==> src/sxs_pkg.sv <==
package sxs_pkg;

   localparam int unsigned SCORE_W = 16;
   localparam int unsigned ARRIVAL_W = 6;

   typedef struct packed {
      logic signed [SCORE_W-1:0] entry_score;
      logic                      final_entry;
   } req_type;

   typedef struct packed {
      logic signed [SCORE_W-1:0] sorted_score;
      logic [ARRIVAL_W-1:0]      arrival_index;
      logic                      end_of_group;
      logic                      overflowed;
   } rsp_type;

   // one store entry: score and the arrival tag that travels with it
   typedef struct packed {
      logic signed [SCORE_W-1:0] key;
      logic [ARRIVAL_W-1:0]      tag;
   } entry_type;

   typedef enum logic [2:0] {
      ST_LOAD,
      ST_P_READ,
      ST_P_LATCH,
      ST_Q_READ,
      ST_Q_CMP,
      ST_P_WRITE,
      ST_EMIT_READ,
      ST_EMIT_LOAD
   } state_type;

endpackage

==> src/score_exchange_sort.sv <==
// channel | ports                          | direction | payload
// --------+--------------------------------+-----------+--------------------------------
// request | req_valid, req_stall, req_data | in        | entry_score, final_entry
// response| rsp_valid, rsp_stall, rsp_data | out       | sorted_score, arrival_index,
//         |                                |           | end_of_group, overflowed
//
// load takes one transfer per cycle; a group then sorts by compare-swaps:
// every compare-swap is one read and one compare of the single store memory
// (registered read port), and each pivot adds a read and a write. emission
// reads each result, then loads it into the output register. reset is
// synchronous, active high, and clears control state only. req_stall is high
// from the final transfer until the last result of the group sits in the
// output register; a stalled response holds it and the emission sequence waits.
module score_exchange_sort #(
   parameter int unsigned ENTRIES = 16
) (
   input  logic             clock,
   input  logic             reset,
   input  logic             req_valid,
   output logic             req_stall,
   input  sxs_pkg::req_type req_data,
   output logic             rsp_valid,
   input  logic             rsp_stall,
   output sxs_pkg::rsp_type rsp_data
);
   import sxs_pkg::*;

   localparam int unsigned AW = (ENTRIES > 1) ? $clog2(ENTRIES) : 1;
   localparam int unsigned CW = $clog2(ENTRIES + 1);
   localparam logic [CW-1:0] FULL = CW'(ENTRIES);
   localparam logic [CW-1:0] ONE = CW'(1);

   // entry store, one write port and one registered read port
   entry_type entry_mem [ENTRIES];

   state_type        state_ff, state_in;
   logic [CW-1:0]    fill_ff, fill_in;      // entries held; group size during sort
   logic             ovf_ff, ovf_in;
   logic [AW-1:0]    p_ff, p_in;            // pivot position
   logic [AW-1:0]    q_ff, q_in;            // scan position
   logic [AW-1:0]    k_ff, k_in;            // emit position
   entry_type        pivot_ff, pivot_in;
   entry_type        rd_data_ff;
   logic             rsp_valid_ff, rsp_valid_in;
   rsp_type          rsp_data_ff, rsp_data_in;

   logic             mem_we;
   logic [AW-1:0]    mem_wa;
   entry_type        mem_wd;
   logic             mem_re;
   logic [AW-1:0]    mem_ra;

   logic             req_fire;
   logic             out_free;
   logic             has_room;
   logic [CW-1:0]    group_n;               // group size after the final transfer

   assign req_stall = (state_ff != ST_LOAD);
   assign req_fire  = req_valid && !req_stall;
   assign out_free  = !rsp_valid_ff || !rsp_stall;
   assign has_room  = (fill_ff < FULL);
   assign group_n   = has_room ? fill_ff + ONE : fill_ff;

   assign rsp_valid = rsp_valid_ff;
   assign rsp_data  = rsp_data_ff;

   // next state
   always_comb begin
      state_in = state_ff;
      case (state_ff)
         ST_LOAD: begin
            if (req_fire && req_data.final_entry) begin
               state_in = (group_n == ONE) ? ST_EMIT_READ : ST_P_READ;
            end
         end
         ST_P_READ:  state_in = ST_P_LATCH;
         ST_P_LATCH: state_in = ST_Q_READ;
         ST_Q_READ:  state_in = ST_Q_CMP;
         ST_Q_CMP: begin
            state_in = (CW'(q_ff) + ONE == fill_ff) ? ST_P_WRITE : ST_Q_READ;
         end
         ST_P_WRITE: begin
            // the last position needs no pass of its own
            state_in = (CW'(p_ff) + CW'(2) == fill_ff) ? ST_EMIT_READ : ST_P_READ;
         end
         ST_EMIT_READ: state_in = ST_EMIT_LOAD;
         ST_EMIT_LOAD: begin
            // once the result is taken, read the next position or finish the group
            if (out_free) begin
               state_in = (CW'(k_ff) + ONE == fill_ff) ? ST_LOAD : ST_EMIT_READ;
            end
         end
         default: state_in = ST_LOAD;
      endcase
   end

   // datapath control
   always_comb begin
      fill_in      = fill_ff;
      ovf_in       = ovf_ff;
      p_in         = p_ff;
      q_in         = q_ff;
      k_in         = k_ff;
      pivot_in     = pivot_ff;
      rsp_data_in  = rsp_data_ff;
      rsp_valid_in = rsp_valid_ff && rsp_stall;
      mem_we       = 1'b0;
      mem_wa       = fill_ff[AW-1:0];
      mem_wd       = pivot_ff;
      mem_re       = 1'b0;
      mem_ra       = p_ff;
      case (state_ff)
         ST_LOAD: begin
            if (req_fire) begin
               if (has_room) begin
                  mem_we     = 1'b1;
                  mem_wa     = fill_ff[AW-1:0];
                  mem_wd.key = req_data.entry_score;
                  mem_wd.tag = ARRIVAL_W'(fill_ff);
                  fill_in    = fill_ff + ONE;
               end else begin
                  ovf_in = 1'b1;
               end
               p_in = '0;
               k_in = '0;
            end
         end
         ST_P_READ: begin
            mem_re = 1'b1;
            mem_ra = p_ff;
         end
         ST_P_LATCH: begin
            pivot_in = rd_data_ff;
            q_in     = p_ff + AW'(1);
         end
         ST_Q_READ: begin
            mem_re = 1'b1;
            mem_ra = q_ff;
         end
         ST_Q_CMP: begin
            // strictly greater swaps, so an equal entry does not displace the pivot
            if (rd_data_ff.key > pivot_ff.key) begin
               mem_we   = 1'b1;
               mem_wa   = q_ff;
               mem_wd   = pivot_ff;
               pivot_in = rd_data_ff;
            end
            q_in = q_ff + AW'(1);
         end
         ST_P_WRITE: begin
            mem_we = 1'b1;
            mem_wa = p_ff;
            mem_wd = pivot_ff;
            p_in   = p_ff + AW'(1);
         end
         ST_EMIT_READ: begin
            mem_re = 1'b1;
            mem_ra = k_ff;
         end
         ST_EMIT_LOAD: begin
            if (out_free) begin
               rsp_valid_in              = 1'b1;
               rsp_data_in.sorted_score  = rd_data_ff.key;
               rsp_data_in.arrival_index = rd_data_ff.tag;
               rsp_data_in.end_of_group  = (CW'(k_ff) + ONE == fill_ff);
               rsp_data_in.overflowed    = ovf_ff;
               k_in                      = k_ff + AW'(1);
               if (CW'(k_ff) + ONE == fill_ff) begin
                  fill_in = '0;
                  ovf_in  = 1'b0;
               end
            end
         end
         default: begin
         end
      endcase
   end

   // store memory
   always_ff @(posedge clock) begin
      if (mem_we) begin
         entry_mem[mem_wa] <= mem_wd;
      end
      if (mem_re) begin
         rd_data_ff <= entry_mem[mem_ra];
      end
   end

   // control registers
   always_ff @(posedge clock) begin
      if (reset) begin
         state_ff     <= ST_LOAD;
         fill_ff      <= '0;
         ovf_ff       <= 1'b0;
         rsp_valid_ff <= 1'b0;
      end else begin
         state_ff     <= state_in;
         fill_ff      <= fill_in;
         ovf_ff       <= ovf_in;
         rsp_valid_ff <= rsp_valid_in;
      end
   end

   // payload registers
   always_ff @(posedge clock) begin
      p_ff        <= p_in;
      q_ff        <= q_in;
      k_ff        <= k_in;
      pivot_ff    <= pivot_in;
      rsp_data_ff <= rsp_data_in;
   end

`ifndef NO_ASSERTIONS
   // the fill count never passes capacity
   a_fill_bound: assert property (@(posedge clock) disable iff (reset)
      fill_ff <= FULL)
      else $error("fill count above capacity");

   // a transfer into a full store marks the group as overflowed
   a_drop_marks: assert property (@(posedge clock) disable iff (reset)
      req_fire && !has_room |=> ovf_ff)
      else $error("dropped entry not flagged");

   // the scan position always lies past the pivot
   a_scan_after_pivot: assert property (@(posedge clock) disable iff (reset)
      (state_ff == ST_Q_READ || state_ff == ST_Q_CMP) |-> q_ff > p_ff)
      else $error("scan position not after pivot");

   // the end of a group leaves an empty, unflagged store behind
   a_group_clears: assert property (@(posedge clock) disable iff (reset)
      state_ff == ST_EMIT_LOAD && state_in == ST_LOAD |=> fill_ff == '0 && !ovf_ff)
      else $error("group state not cleared");
`endif

endmodule
==> config.mk <==
export PLATFORM = sky130hd
export DESIGN_NAME = score_exchange_sort
export DESIGN_NICKNAME = d
export VERILOG_FILES = /design/src/sxs_pkg.sv /design/src/score_exchange_sort.sv
export SDC_FILE = /design/constraint.sdc
export NUM_CORES = 1
export LEC_CHECK = 0
export ABC_CLOCK_PERIOD_IN_PS = 10850
export BUFFER_PORTS_ARGS = -buffer_cell sky130_fd_sc_hd__buf_2
export CAP_MARGIN = 40
export CORE_MARGIN = 2
export CORE_UTILIZATION = 50
export CTS_CLUSTER_SIZE = 10
export DETAILED_ROUTE_END_ITERATION = 10
export MAX_ROUTING_LAYER = met4
export PLACE_DENSITY_LB_ADDON = 0.05
export SLEW_MARGIN = 20
export SYNTH_ARGS = -nofsm -noshare
export SYNTH_HDL_FRONTEND = slang
export SYNTH_SLANG_ARGS = --single-unit
==> constraint.sdc <==
create_clock -name clock -period 10.85 [get_ports clock]
set_clock_uncertainty 0.2 [all_clocks]
set_input_delay 2.17 -clock clock [delete_from_list [all_inputs] [get_ports clock]]
set_output_delay 2.17 -clock clock [all_outputs]
set_load 0.02 [all_outputs]
==> results.md <==
* Ports at 47
* Number of synthesized register bits at 442
* Worst slew pin tran at 0.841 ns
* Yosys top cell by area: edfxtp_1
* Die W at a little under 200 um
* Vias in the first global route at 10100
* DRC viols at 0
* Yosys cell types at 60
* CORE AREA at 36400 sq um
* Worst R2R Setup Slack at 6.61 ns
* Starting density of the core at 50.5%
* Nets at 1304
* Synth Cell Area at 18400 sq um
* Synth cell count leaders: edfxtp_1, nand2_1, mux2_2
* Final Power at approximately 6.2 mW
* Post-placement cell area at 19600 sq um
* PD cells at 299 nW/um^2
* First-pass GRT wire length at ~60000 um
* Final hold violation count at 0
* Max stage delay on crit path at 0.83 ns
* Register area at roughly 13000 sq um
* Switch Pwr at between 2 and 2.5 mW
* Top-count cell post-synth: edfxtp_1
* Required time worst endpoint at 8.48 ns
* Pre-CTS setup slack at 5.96 ns
* Sequential fraction of design power at ~40%
* VDD IR-drop max at 235 uV
* IO buf count at 46
* RSZ-0062 raised after global routing: false
* Fmax at 0.228 GHz
* CTS clk-pin slew, worst paths at ~0.050 ns
* Max-slew violation count at 0
* Sw frac at 34.7%
* GP Congestion at 0.779
* Fin crit period at approximately 4.4 ns
* Initial drt markers at 570
* CTS tree: done
* Max Cap Viol at 0
* Overall routed net length at 40700 um
* Ys async rst share at 0%
* Hold Path Class: flip-flop to flip-flop
* Syn Inst Count at between 1000 and 1500
* Period utilization at 40.4%
* Layout area overhead at 13.3%
* Ant. Diodes at 0
* Top cell type's share of synthesized area at 70.5%
* Vias at 10100
* CP Launch Type: flip-flop
* CTS Buffer Depth at 3
* Buffers inserted by post-CTS timing repair at 0
* Most used DFF post-synth: edfxtp_1
* Cell Chain, Critical Path: nor3_1 > inv_1 > buf_2
* CTS Sinks at about 440
* DR vias/cell at 5.79
* Die Y at 196 um
* Setup_tns at 0 ns
* Power Internal at 4.07 mW
* Fill count at 2872
* Worst hold margin at 0.248 ns
* Congestion Overflow GR at 0
* Avg Cell Area, Syn at 15.5 sq um
* H-tree depth at 2
* Slew Limit Headroom at 43.9%
* GRT Resource Usage Total at 22.4%
* Initial antenna violation count at 0
* Net Count, Synth at 1227
* Detail Route Antenna Nets at 0
* Sequential-to-total area share from yosys stat at 71.6%
* CP max stage cell: dfxtp_1
* DRT Pass-1 Iters at 5
* Final HPWL DP at 24700 um
* Largest net degree at the start of global routing at between 150 and 200
* Cell area after layout at 20900 sq um
* Share of layout cells above drive strength 1 at 22.5%
* CP max FO at 20
* Fin worst setup slack at 6.47 ns
* Kind of critical path: flip-flop to primary output
* Die area at 38400 sq um
* Synth Warn # at 0
* Final Util at between 50% and 60%
* CTS resizes at 0
* # placed instances at 1678
* Top post-synthesis cells by area: edfxtp_1, mux2_2, mux2i_1
* Multi-input logic area at 4990 sq um
* Post-synth EDFFs at 432
* Clock Tree Root: clkbuf_16
* Row count at 70
* Status: finished, final reports clean
* Part of the power in the clock network at 22.7%
* Post-CTS Hold Buffers at 0
* Routed wire per std cell at around 23 um
* Post-Layout Cell Count at roughly 1700
* Clk Latency, worst-skew pair at between 0.5 and 0.6 ns
* Worst path arrival time at around 2 ns
* Setup-failing EPs final at 0
* Lkg Pwr at 7.40 nW
* Comb pwr share at 36.1%
* Crit path capture type: primary output
* Inserted Clock Buffers at 50
## power groups by stage
| stage | clock network, mW | registers [mW] | logic [mW] |
|---|---|---|---|
| 6_report | 1.42 | 2.57 | 2.25 |
| 5_1_grt | 1.52 | 2.59 | 2.47 |
| 4_1_cts | 1.46 | 2.57 | 2.28 |
| 3_5_place_dp | 0 | 2.60 | 2.27 |
| 3_3_place_gp | 0 | 2.60 | 2.19 |
| 2_1_floorplan | 0 | 2.56 | 1.51 |
## area by class of cell
cell class                      count  share of cell area (%)
Sequential cell                   442                    63.2
Multi-Input combinational cell    648                    23.9
Clock buffer                       53                    6.05
Timing Repair Buffer               95                    3.39
Tap cell                          468                    2.81
Inverter                           25                   0.450
Clock inverter                      5                   0.204
## critical path, delay by kind of cell (launching register included)
| kind | cells | cell delay, ns |
|---|---|---|
| buf+inv | 2 | 0.38 |
| flops | 1 | 0.83 |
| simple gates | 1 | 0.23 |
## layer usage
| metal | global-route usage, % | up-vias | part of all wire [%] |
|---|---|---|---|
| li1 | - | 4717 | - |
| met1 | 30.6 | 5065 | 46 |
| met2 | 35.3 | 219 | 48 |
| met3 | 3.11 | 53 | 4.4 |
| met4 | 7.07 | 0 | 2.3 |
| met5 | - | - | 0 |
## sequential cells by signal, summed over array words and instances (netlist names)
signal / cells
q_ff: 4
rsp_valid: 1
fill_ff: 5
pivot_ff: 22
rd_data_ff: 22
rsp_data: 24
entry_mem: 352
ovf_ff: 1
k_ff: 4
p_ff: 4
state_ff: 3
## layout by cell type (no fill, tap or decap), drive strengths merged, types with 9 or more instances in the layout
cell    netlist  final
edfxtp      432    432
nand2       119    119
buf          26     95
mux2         94     94
o211ai       90     90
mux2i        90     90
clkbuf       44     53
nor2         36     36
nand4        27     27
inv          25     27
a21oi        26     26
o21ai        26     26
ha           21     21
nor3         12     12
xnor2        11     11
dfxtp        10     10
nand3         9      9
xor2          9      9
nor3b         9      9
## final timing paths
path | from | end | depth (start not counted)
min reg2reg | rd_data_ff[4] | rsp_data[6] | 0
max | state_ff[2] | req_stall | 3
max reg2reg | rd_data_ff[21] | entry_mem[5][6] | 10
min | rd_data_ff[4] | rsp_data[6] | 0
## cell families after synthesis
family,Yosys count,synth area share [%]
and+or+nand+nor,248,6.66
AOI/OAI and AO/OA,175,6.65
DFF,442,71.6
xor gates and xnor gates,20,0.951
adders and majority gates,21,1.43
muxes,184,10.6
buffers and inverters,95,2.12
No activity file was read; power rests on OpenSTA's default activity.
